File: config.mk
export PLATFORM = sky130hd
export DESIGN_NAME = dense_rank_query_table_unit
export DESIGN_NICKNAME = d
export VERILOG_FILES = /design/src/hw/rtl/drqt_pkg.sv /design/src/hw/rtl/dense_rank_query_table_unit.sv /design/src/hw/rtl/drqt_ram.sv /design/src/hw/rtl/drqt_seq.sv
export SDC_FILE = /design/constraint.sdc
export NUM_CORES = 2
export LEC_CHECK = 0
export BUFFER_PORTS_ARGS = -buffer_cell sky130_fd_sc_hd__buf_2
export CAP_MARGIN = 5
export CORE_MARGIN = 2
export CORE_UTILIZATION = 25
export DETAILED_ROUTE_END_ITERATION = 8
export GPL_ROUTABILITY_DRIVEN = 0
export SLEW_MARGIN = 10
export SYNTH_ARGS = -nofsm -noshare
export SYNTH_HDL_FRONTEND = slang
export SYNTH_SLANG_ARGS = --single-unit
File: constraint.sdc
create_clock -name aclk -period 6.1 [get_ports aclk]
set_input_delay 0.305 -clock aclk [delete_from_list [all_inputs] [get_ports aclk]]
set_output_delay 0.305 -clock aclk [all_outputs]
set_load 0.01 [all_outputs]
File: src/hw/rtl/drqt_pkg.sv
// Shared types and constants for the dense rank query table.
package drqt_pkg;

    localparam int MAX_RECORDS_DEF = 128;
    localparam int ID_W            = 8;
    localparam int SCORE_W         = 8;
    localparam int RANK_W          = 8;
    localparam int OP_W            = 2;
    localparam int REC_W           = ID_W + SCORE_W;

    typedef enum logic [OP_W-1:0] {
        OP_INSERT = 2'd0,
        OP_QUERY  = 2'd1,
        OP_CLEAR  = 2'd2,
        OP_NONE   = 2'd3
    } drqt_op_t;

    typedef enum logic [2:0] {
        ST_IDLE,
        ST_INS,
        ST_Q_REC,
        ST_Q_DIST,
        ST_Q_OUT
    } drqt_state_t;

endpackage

File: src/hw/rtl/dense_rank_query_table_unit.sv
// Top level of the dense rank query table: record RAM, distinct-score RAM, sequencer.
//
// Input channel s_*: one beat carries s_opcode, s_team_id and s_score.
//   OP_INSERT appends a record (dropped when the table is full) and merges its
//   score into the descending distinct-score list. OP_QUERY returns the dense
//   rank of the oldest record with s_team_id. OP_CLEAR empties both tables.
// Result channel m_*: one beat per query, m_rank and m_found; rank 0 with
//   m_found low when the identifier is unknown.
// Clear and ignored opcodes leave the sequencer idle. During an insert the
//   distinct RAM is read and rewritten in a single ascending pass, one entry
//   per cycle. A query scans the record RAM and then the distinct RAM; both
//   scans run one entry per cycle through the single read port of each RAM.
// s_ready is high only while the sequencer is idle; one item is worked at a time.
// A finished result sits in the output register; a stalled receiver lets inserts
//   and clears go on, but holds the next query in ST_Q_OUT and s_ready low.
// Reset (aresetn low, synchronous) empties both tables and drops any result.
module dense_rank_query_table_unit import drqt_pkg::*; #(
    parameter int MAX_RECORDS = MAX_RECORDS_DEF
) (
    input  logic               aclk,
    input  logic               aresetn,
    input  logic               s_valid,
    output logic               s_ready,
    input  logic [OP_W-1:0]    s_opcode,
    input  logic [ID_W-1:0]    s_team_id,
    input  logic [SCORE_W-1:0] s_score,
    output logic               m_valid,
    input  logic               m_ready,
    output logic [RANK_W-1:0]  m_rank,
    output logic               m_found
);

    localparam int ADDR_W = (MAX_RECORDS > 1) ? $clog2(MAX_RECORDS) : 1;

    logic               rec_we, rec_re;
    logic [ADDR_W-1:0]  rec_waddr, rec_raddr;
    logic [REC_W-1:0]   rec_wdata, rec_rdata;
    logic               dist_we, dist_re;
    logic [ADDR_W-1:0]  dist_waddr, dist_raddr;
    logic [SCORE_W-1:0] dist_wdata, dist_rdata;

    drqt_ram #(
        .DATA_W (REC_W),
        .DEPTH  (MAX_RECORDS)
    ) u_rec_ram (
        .aclk  (aclk),
        .we    (rec_we),
        .waddr (rec_waddr),
        .wdata (rec_wdata),
        .re    (rec_re),
        .raddr (rec_raddr),
        .rdata (rec_rdata)
    );

    drqt_ram #(
        .DATA_W (SCORE_W),
        .DEPTH  (MAX_RECORDS)
    ) u_dist_ram (
        .aclk  (aclk),
        .we    (dist_we),
        .waddr (dist_waddr),
        .wdata (dist_wdata),
        .re    (dist_re),
        .raddr (dist_raddr),
        .rdata (dist_rdata)
    );

    drqt_seq #(
        .MAX_RECORDS (MAX_RECORDS)
    ) u_seq (
        .aclk       (aclk),
        .aresetn    (aresetn),
        .s_valid    (s_valid),
        .s_ready    (s_ready),
        .s_opcode   (s_opcode),
        .s_team_id  (s_team_id),
        .s_score    (s_score),
        .m_valid    (m_valid),
        .m_ready    (m_ready),
        .m_rank     (m_rank),
        .m_found    (m_found),
        .rec_we     (rec_we),
        .rec_waddr  (rec_waddr),
        .rec_wdata  (rec_wdata),
        .rec_re     (rec_re),
        .rec_raddr  (rec_raddr),
        .rec_rdata  (rec_rdata),
        .dist_we    (dist_we),
        .dist_waddr (dist_waddr),
        .dist_wdata (dist_wdata),
        .dist_re    (dist_re),
        .dist_raddr (dist_raddr),
        .dist_rdata (dist_rdata)
    );

endmodule

File: src/hw/rtl/drqt_ram.sv
// Simple dual-port synchronous RAM, one write and one registered read per cycle.
module drqt_ram import drqt_pkg::*; #(
    parameter int DATA_W = SCORE_W,
    parameter int DEPTH  = MAX_RECORDS_DEF,
    localparam int ADDR_W = (DEPTH > 1) ? $clog2(DEPTH) : 1
) (
    input  logic              aclk,
    input  logic              we,
    input  logic [ADDR_W-1:0] waddr,
    input  logic [DATA_W-1:0] wdata,
    input  logic              re,
    input  logic [ADDR_W-1:0] raddr,
    output logic [DATA_W-1:0] rdata
);

    logic [DATA_W-1:0] mem [DEPTH];
    logic [DATA_W-1:0] rdata_reg;

    always_ff @(posedge aclk) begin
        if (we) begin
            mem[waddr] <= wdata;
        end
        if (re) begin
            rdata_reg <= mem[raddr];
        end
    end

    assign rdata = rdata_reg;

endmodule

File: src/hw/rtl/drqt_seq.sv
// Sequencer: record append, sorted distinct-score insertion and rank lookup scans.
module drqt_seq import drqt_pkg::*; #(
    parameter int MAX_RECORDS = MAX_RECORDS_DEF,
    localparam int ADDR_W = (MAX_RECORDS > 1) ? $clog2(MAX_RECORDS) : 1,
    localparam int CNT_W  = $clog2(MAX_RECORDS + 1),
    localparam int RCALC_W = (CNT_W > RANK_W) ? CNT_W : RANK_W
) (
    input  logic               aclk,
    input  logic               aresetn,
    input  logic               s_valid,
    output logic               s_ready,
    input  logic [OP_W-1:0]    s_opcode,
    input  logic [ID_W-1:0]    s_team_id,
    input  logic [SCORE_W-1:0] s_score,
    output logic               m_valid,
    input  logic               m_ready,
    output logic [RANK_W-1:0]  m_rank,
    output logic               m_found,
    output logic               rec_we,
    output logic [ADDR_W-1:0]  rec_waddr,
    output logic [REC_W-1:0]   rec_wdata,
    output logic               rec_re,
    output logic [ADDR_W-1:0]  rec_raddr,
    input  logic [REC_W-1:0]   rec_rdata,
    output logic               dist_we,
    output logic [ADDR_W-1:0]  dist_waddr,
    output logic [SCORE_W-1:0] dist_wdata,
    output logic               dist_re,
    output logic [ADDR_W-1:0]  dist_raddr,
    input  logic [SCORE_W-1:0] dist_rdata
);

    drqt_state_t        state_reg, state_next;
    logic [CNT_W-1:0]   idx_reg, idx_next;
    logic               pend_reg, pend_next;
    logic [ADDR_W-1:0]  paddr_reg, paddr_next;
    logic [SCORE_W-1:0] key_reg, key_next;
    logic [SCORE_W-1:0] carry_reg, carry_next;
    logic               placed_reg, placed_next;
    logic [CNT_W-1:0]   rc_reg, rc_next;
    logic [CNT_W-1:0]   dc_reg, dc_next;
    logic [RANK_W-1:0]  res_rank_reg, res_rank_next;
    logic               res_found_reg, res_found_next;
    logic               m_valid_reg, m_valid_next;
    logic [RANK_W-1:0]  m_rank_reg, m_rank_next;
    logic               m_found_reg, m_found_next;

    logic               accept;
    drqt_op_t           op;
    logic               rec_full;
    logic               issue_rec, issue_dist;
    logic [ID_W-1:0]    rd_id;
    logic [SCORE_W-1:0] rd_score;
    logic               out_free;
    logic [RCALC_W-1:0] rank_wide;

    assign op         = drqt_op_t'(s_opcode);
    assign s_ready    = (state_reg == ST_IDLE);
    assign accept     = s_valid && s_ready;
    assign rec_full   = (rc_reg >= CNT_W'(MAX_RECORDS));
    assign issue_rec  = (idx_reg < rc_reg);
    assign issue_dist = (idx_reg < dc_reg);
    assign rd_id      = rec_rdata[REC_W-1:SCORE_W];
    assign rd_score   = rec_rdata[SCORE_W-1:0];
    assign out_free   = !m_valid_reg || m_ready;
    assign rank_wide  = RCALC_W'(paddr_reg) + RCALC_W'(1);

    always_comb begin
        state_next = state_reg;
        unique case (state_reg)
            ST_IDLE: begin
                if (accept && op == OP_QUERY) begin
                    state_next = ST_Q_REC;
                end else if (accept && op == OP_INSERT && !rec_full) begin
                    state_next = ST_INS;
                end
            end
            ST_INS: begin
                if (pend_reg && !placed_reg && dist_rdata == key_reg) begin
                    state_next = ST_IDLE;
                end else if (!issue_dist && !pend_reg) begin
                    state_next = ST_IDLE;
                end
            end
            ST_Q_REC: begin
                if (pend_reg && rd_id == key_reg) begin
                    state_next = ST_Q_DIST;
                end else if (!issue_rec && !pend_reg) begin
                    state_next = ST_Q_OUT;
                end
            end
            ST_Q_DIST: begin
                if (pend_reg && dist_rdata == key_reg) begin
                    state_next = ST_Q_OUT;
                end else if (!issue_dist && !pend_reg) begin
                    state_next = ST_Q_OUT;
                end
            end
            ST_Q_OUT: begin
                if (out_free) begin
                    state_next = ST_IDLE;
                end
            end
            default: state_next = ST_IDLE;
        endcase
    end

    always_comb begin
        idx_next       = idx_reg;
        pend_next      = 1'b0;
        paddr_next     = paddr_reg;
        key_next       = key_reg;
        carry_next     = carry_reg;
        placed_next    = placed_reg;
        rc_next        = rc_reg;
        dc_next        = dc_reg;
        res_rank_next  = res_rank_reg;
        res_found_next = res_found_reg;
        m_valid_next   = m_valid_reg && !m_ready;
        m_rank_next    = m_rank_reg;
        m_found_next   = m_found_reg;
        rec_we         = 1'b0;
        rec_waddr      = rc_reg[ADDR_W-1:0];
        rec_wdata      = {s_team_id, s_score};
        rec_re         = 1'b0;
        rec_raddr      = idx_reg[ADDR_W-1:0];
        dist_we        = 1'b0;
        dist_waddr     = paddr_reg;
        dist_wdata     = key_reg;
        dist_re        = 1'b0;
        dist_raddr     = idx_reg[ADDR_W-1:0];
        unique case (state_reg)
            ST_IDLE: begin
                idx_next    = '0;
                placed_next = 1'b0;
                if (accept) begin
                    case (op)
                        OP_INSERT: begin
                            key_next = s_score;
                            if (!rec_full) begin
                                rec_we  = 1'b1;
                                rc_next = rc_reg + CNT_W'(1);
                            end
                        end
                        OP_QUERY: key_next = s_team_id;
                        OP_CLEAR: begin
                            rc_next = '0;
                            dc_next = '0;
                        end
                        default: ;
                    endcase
                end
            end
            ST_INS: begin
                if (issue_dist) begin
                    dist_re    = 1'b1;
                    pend_next  = 1'b1;
                    paddr_next = idx_reg[ADDR_W-1:0];
                    idx_next   = idx_reg + CNT_W'(1);
                end
                if (pend_reg) begin
                    if (placed_reg) begin
                        // ripple the tail of the list up by one entry
                        dist_we    = 1'b1;
                        dist_wdata = carry_reg;
                        carry_next = dist_rdata;
                    end else if (dist_rdata < key_reg) begin
                        dist_we     = 1'b1;
                        dist_wdata  = key_reg;
                        carry_next  = dist_rdata;
                        placed_next = 1'b1;
                    end
                end else if (!issue_dist) begin
                    dist_we    = 1'b1;
                    dist_waddr = dc_reg[ADDR_W-1:0];
                    dist_wdata = placed_reg ? carry_reg : key_reg;
                    dc_next    = dc_reg + CNT_W'(1);
                end
            end
            ST_Q_REC: begin
                if (issue_rec) begin
                    rec_re     = 1'b1;
                    pend_next  = 1'b1;
                    paddr_next = idx_reg[ADDR_W-1:0];
                    idx_next   = idx_reg + CNT_W'(1);
                end
                if (pend_reg && rd_id == key_reg) begin
                    key_next  = rd_score;
                    idx_next  = '0;
                    pend_next = 1'b0;
                end else if (!pend_reg && !issue_rec) begin
                    res_rank_next  = '0;
                    res_found_next = 1'b0;
                end
            end
            ST_Q_DIST: begin
                if (issue_dist) begin
                    dist_re    = 1'b1;
                    pend_next  = 1'b1;
                    paddr_next = idx_reg[ADDR_W-1:0];
                    idx_next   = idx_reg + CNT_W'(1);
                end
                if (pend_reg && dist_rdata == key_reg) begin
                    res_rank_next  = rank_wide[RANK_W-1:0];
                    res_found_next = 1'b1;
                end else if (!pend_reg && !issue_dist) begin
                    res_rank_next  = '0;
                    res_found_next = 1'b0;
                end
            end
            ST_Q_OUT: begin
                if (out_free) begin
                    m_valid_next = 1'b1;
                    m_rank_next  = res_rank_reg;
                    m_found_next = res_found_reg;
                end
            end
            default: ;
        endcase
    end

    always_ff @(posedge aclk) begin
        if (!aresetn) begin
            state_reg   <= ST_IDLE;
            pend_reg    <= 1'b0;
            placed_reg  <= 1'b0;
            rc_reg      <= '0;
            dc_reg      <= '0;
            m_valid_reg <= 1'b0;
        end else begin
            state_reg   <= state_next;
            pend_reg    <= pend_next;
            placed_reg  <= placed_next;
            rc_reg      <= rc_next;
            dc_reg      <= dc_next;
            m_valid_reg <= m_valid_next;
        end
    end

    always_ff @(posedge aclk) begin
        idx_reg       <= idx_next;
        paddr_reg     <= paddr_next;
        key_reg       <= key_next;
        carry_reg     <= carry_next;
        res_rank_reg  <= res_rank_next;
        res_found_reg <= res_found_next;
        m_rank_reg    <= m_rank_next;
        m_found_reg   <= m_found_next;
    end

    assign m_valid = m_valid_reg;
    assign m_rank  = m_rank_reg;
    assign m_found = m_found_reg;

endmodule
# After elaboration in Yosys (flattened, before gate mapping)
# Memories as Yosys holds them, arrays and structs flattened. A register that Yosys moved wholly into a read port is not among the register bits.
# Index checks and enable logic that the tools add are counted.
[totals]
in_bits = 22
regBits = 71
out_inout_bits = 11
mem_bits_rw = 3072
memories = 2
[op_classes]
n_reduce_logical = 39
n_addsub = 4
muxes = 70
magnitude_cmp = 4
n_eq_ne = 26
[mem_list]
columns = ["memory", "depth", "width", "rd", "rd_clocked_by_memory_dff", "wr", "line_no", "source"]
rows = [
  ["u_rec_ram.mem", 128, 16, 1, 1, 1, "drqt_ram.sv:16", "logic [DATA_W-1:0] mem [DEPTH];"],
  ["u_dist_ram.mem", 128, 8, 1, 1, 1, "drqt_ram.sv:16", ""],
]
[op_table]
columns = ["cell", "count"]
rows = [
  ["$mux 8", 20],
  ["$pmux 8 s2", 5],
  ["$mux 7", 5],
  ["$mux 3", 9],
  ["$mux 1", 25],
  ["$add 8x1->8 const B", 3],
  ["$lt 8x8->1", 3],
  ["$pmux 8 s3", 1],
  ["$eq 8x8->1", 2],
  ["$pmux 3 s5", 1],
  ["$pmux 7 s2", 1],
  ["$ne 2x1->1 const B", 6],
  ["$ne 2x2->1 const B", 6],
  ["$ne 3x1->1 const B", 4],
  ["$reduce_and 4->1", 3],
  ["$reduce_bool 2->1", 6],
  ["$logic_and 1x1->1", 11],
  ["$reduce_and 5->1", 2],
  ["$reduce_and 3->1", 3],
  ["$add 7x1->8 const B", 1],
  ["$ge 8x8->1 const B", 1],
  ["$logic_not 1->1", 7],
  ["$eq 3x2->1 const B", 2],
  ["$ne 3x3->1 const B", 2],
  ["other kinds (11)", 14],
]

# Longest topological paths before layout
[logic_depth]
depth_word = 7
mapped_depth = 13
depth_no_buf = 9

# Modules after synthesis
# A second synthesis with hierarchy kept.
[hier_totals]
hier_cells = 5144
area_unflattened_um2 = 122638.9
[by_module_without_submodules]
columns = ["module", "cells_each", "n_inst", "area_each_um2"]
rows = [
  ["drqt_ram (u_rec_ram)", 3086, 1, 78683.0],
  ["drqt_ram (u_dist_ram)", 1635, 1, 39745.6],
  ["drqt_seq", 423, 1, 4210.3],
]

# Worst setup path before layout
# OpenSTA, ideal clock, no wires.
[synth_timing]
path_type = "flip-flop to flip-flop"
start = "register u_seq.dc_reg[3]"
end = "memory u_dist_ram.mem[0][0] in the netlist's numbering, data pin"
stages_incl_launch_ff = 10
path_slack_ns = 2.701
required_ns = 5.722
setup_ns = 0.378
n_path_buf = 1
t_arrival_ns = 3.021
cell_sequence = "dfxtp_1 > clkbuf_1 > inv_1 > ha_1 > nand2_1 > o21ai_1 > a21o_1 > o21ai_0 > nor2_1 > mux2_2"
[synth_between]
elab_chain_len = 4
[synth_rtl]
columns = ["item", "line_no", "source"]
rows = [
  ["start: declaration", "drqt_seq.sv:41", "logic [CNT_W-1:0] dc_reg, dc_next;"],
  ["start signal: assignment", "drqt_seq.sv:235", "dc_reg <= dc_next;"],
  ["$lt 8x8->1", "drqt_seq.sv:62", "assign issue_dist = (idx_reg < dc_reg);"],
  ["$mux 8", "drqt_seq.sv:173", "end else if (!issue_dist) begin"],
  ["$mux 8", "drqt_seq.sv:161", "if (pend_reg) begin"],
  ["$mux 8", "drqt_seq.sv:132", "unique case (state_reg)"],
  ["via dist_wdata[0]", "dense_rank_query_table_unit.sv:40", "logic [SCORE_W-1:0] dist_wdata, dist_rdata;"],
  ["end: declaration", "drqt_ram.sv:16", ""],
]
# The timed path passes the listed nets, and every way through them passes these cells.

# Worst setup path after layout
[layout_timing]
start = "register u_seq.key_reg[5]"
end = "memory u_dist_ram.mem[0][5] in the netlist's numbering, enable pin"
[layout_between]
elab_chain_len = 7
[layout_rtl]
columns = ["item", "line_no", "source"]
rows = [
  ["start: declaration", "drqt_seq.sv:37", "logic [SCORE_W-1:0] key_reg, key_next;"],
  ["start signal: assignment", "drqt_seq.sv:243", "key_reg <= key_next;"],
  ["$lt 8x8->1", "drqt_seq.sv:167", "end else if (dist_rdata < key_reg) begin"],
  ["$mux 1", "drqt_seq.sv:167", ""],
  ["$mux 1", "drqt_seq.sv:162", "if (placed_reg) begin"],
  ["$mux 1", "drqt_seq.sv:161", ""],
  ["$mux 1", "drqt_seq.sv:132", ""],
  ["$mux 1", "drqt_ram.sv:20", "if (we) begin"],
  ["$mux 1 (not written as such)", "drqt_ram.sv:21", "mem[waddr] <= wdata;"],
]
# No other way between the ends.

==> flow_metrics.tcl <==
set metrics [dict create \
    status "finished, final reports clean" \
    grt_max_degree 129 \
    row_count 258 \
    worst_pin_slew_ns 1.243 \
    path_clk_slew_ns 0.06 \
    totalWireLength_mm 331.6 \
    worstHoldPathType "input pin to register" \
    synth_top_cells_by_count "edfxtp_1, mux4_2, mux2i_1, nor2_1, nand2_1" \
    async_reset_ff_frac 0 \
    fin_total_pwr_mw 52.97 \
    overflow 0 \
    crit_type "register to register" \
    fin_worst_skew_ns 0.06218 \
    grt_pass1_wl_mm 469.3 \
    first_global_vias 62334 \
    setup_violations 0 \
    syn-cell-area_sq_um 123900 \
    layout-drive-gt1-share 0.2437 \
    ant_nets 0 \
    die_x_microns 708.0 \
    cts_tree "done" \
    finalHoldViolCount 0 \
    die_h_microns 708.0 \
    largest_reg_flops 2048 \
    crit_path_end_kind "register" \
    start_kind "register" \
    ys_ff_latch 3167 \
    synthFlopType "edfxtp_1" \
    portBuffers 32 \
    drc 0 \
    synth_most_common_cell "edfxtp_1" \
    synth_cell_type_count 73 \
    yosys_warnings 0 \
    cts.sinks 3167 \
    htree_levels 5 \
    ys_seq_area_frac 0.7658 \
    critPathMaxFanout 37 \
    synth.area.top_cells "edfxtp_1, mux4_2, mux2i_1" \
    critPathSlowestCell "nor3_1" \
    clk_latency_ns 0.90 \
    drt_iter0_drc 7836 \
    yosysTopAreaCellShare 0.7623 \
    fin_crit_sh 0.7589 \
    syn_to_final_growth_pct 15.44 \
    layout.nets 6278 \
    peakVddDrop_mv 0.2609 \
    rsz0062_at_grt "no" \
    fin_setup_tns_ns 0 \
    syn_inst 5915 \
    p_leak_nw 42.61 \
    viasPerCell 4.798 \
    p_per_area_nw_per_um2 370.4 \
    start_util 0.2510 \
    via_count 62253 \
    root_buffer "clkbuf_16" \
    post_drt_wl_per_cell_microns 25.56 \
    path_cells "inv_1 > ha_1 > a21o_1 > a21o_1 > a21oi_1 > a21oi_1 > o32ai_1 > nand2_2 > buf_4 > nor3_1" \
    critPathMaxStageDelay_ns 1.03 \
    synth.avg_cell_area_sq_um 20.95 \
    arrival_ns 5.10 \
    dr.pass1.iters 6 \
    period_minus_slack_ns 4.629 \
    required_ns 6.57 \
    synth_nets 5964 \
    synth_top_cell_by_area "edfxtp_1" \
    fmax_ghz 0.2160 \
    design.die.area_sq_um 501200 \
    io_pins 33 \
    slew_headroom 0.1477 \
    maxCapViolCount 0 \
    synth_edf_count 3145 \
    cts_max_path_buffers 4 \
    antenna_found_initial 22 \
    place_hpwl_mm 195.3 \
    grt_use_total 0.1279 \
    slew_viol_final 0 \
    cts_buffers 318 \
    core_sq_um 493600 \
]
[critical path, delay by kind of cell, from the launching register on]
kind	cells	cell delay (ns)
AOI/OAI and AO/OA	5	1.13
adders and majority gates	1	0.25
buffers and inverters	2	0.66
DFF	1	0.45
and+or+nand+nor	2	1.74
[per-layer routing]
layer | routed length [microns] | vias to the layer above | share of wire | track usage
met3 | 29790 | 552 | 0.090 | 0.02804
met2 | 154000 | 3098 | 0.46 | 0.2011
met4 | 12480 | 8 | 0.038 | 0.04462
met1 | 135200 | 33272 | 0.41 | 0.1744
li1 | - | 25323 | - | -
met5 | 50 | - | 0.00015 | 0
[cells by family (layout without fill, tap and decap cells)]
logic type | Yosys count | in the layout | synth area share
mux | 1057 | 1057 | 0.1580
compound gates | 527 | 527 | 0.02800
xor+xnor | 21 | 21 | 0.001485
fa+ha+maj | 27 | 27 | 0.002727
other cells | 0 | 6 | 0
flops | 3167 | 3167 | 0.7658
simple gates | 731 | 731 | 0.02650
buf+inv | 385 | 938 | 0.01748
[layout by cell type (no fill, tap or decap), types with 8 or more instances in the layout]
master,netlist,routed
xnor2_1,15,15
mux2i_1,298,297
and2_1,24,23
inv_1,32,32
bufinv_16,0,23
buf_2,73,16
mux4_2,714,714
o21ai_0,75,74
edfxtp_1,3145,3145
a211oi_1,24,24
nor3_1,173,154
inv_6,0,9
buf_4,36,293
a21oi_1,85,85
ha_1,27,27
o31ai_1,36,35
nand3_1,55,55
o22ai_1,134,134
clkinv_2,0,52
clkbuf_1,163,63
dlygate4sd3_1,0,11
nand2_1,192,190
mux2_2,45,37
a22oi_1,55,55
clkinv_1,1,70
nand4_1,9,9
a311oi_1,11,10
nor3_2,1,20
nand2b_1,16,14
nor2_1,219,207
dfxtp_1,22,22
clkbuf_16,0,326
buf_12,2,25
nor2_2,0,11
a21o_1,12,12
nor2b_1,11,8
a221oi_1,23,23
a31oi_1,17,15
o211ai_1,9,9
[per-stage QoR]
step / utilization / cells / area [sq um] / hold WS [ns] / worst slack [ns]
floorplan: - / 5915 / 123900 / 0.4003 / 2.701
global placement: 0.2693 / 12398 / 132900 / 0.4158 / 1.683
detailed placement: 0.2693 / 12398 / 132900 / 0.4089 / 1.643
CTS: 0.2895 / 12968 / 142900 / 0.009892 / 1.557
global route: 0.2897 / 12970 / 143000 / 0.01048 / 1.309
finish: 0.2898 / 12974 / 143000 / 0.008649 / 1.471
[layout make-up]
cell class / instances / area, sq um
Clock inverter: 170 / 1471
Sequential cell: 3167 / 94880
Fill cell: 47594 / 350600
Antenna cell: 6 / 15.01
Tap cell: 6500 / 8133
Clock buffer: 389 / 8394
Multi-Input combinational cell: 2363 / 27100
Inverter: 34 / 135.1
Timing Repair Buffer: 345 / 2890
[report_power, final]
group          internal (mW)  switching (mW)  total, mW
clock network           10.8            8.10       18.9
registers               24.2           0.104       24.3
logic                   3.81            6.03       9.84
[timing repair]
action / 4_1_cts / 5_1_grt
gates resized for setup: 0 / 0
hold buffers: 11 / 0
endpoints found under the hold margin: 249 / 0
buffers inserted: 0 / 0
[final timing paths]
kind / endpoint / startpoint / slack [ns] / cells past startpoint
max: u_dist_ram.mem[0][5] / u_seq.key_reg[5] / 1.47 / 10
min: u_rec_ram.mem[57][1] / s_score[1] / 0.009 / 1
max reg2reg: u_dist_ram.mem[0][5] / u_seq.key_reg[5] / 1.47 / 10
min reg2reg: u_seq.m_rank[7] / u_seq.res_rank_reg[7] / 0.42 / 0
Note: power is estimated with default switching activity, not from simulation.
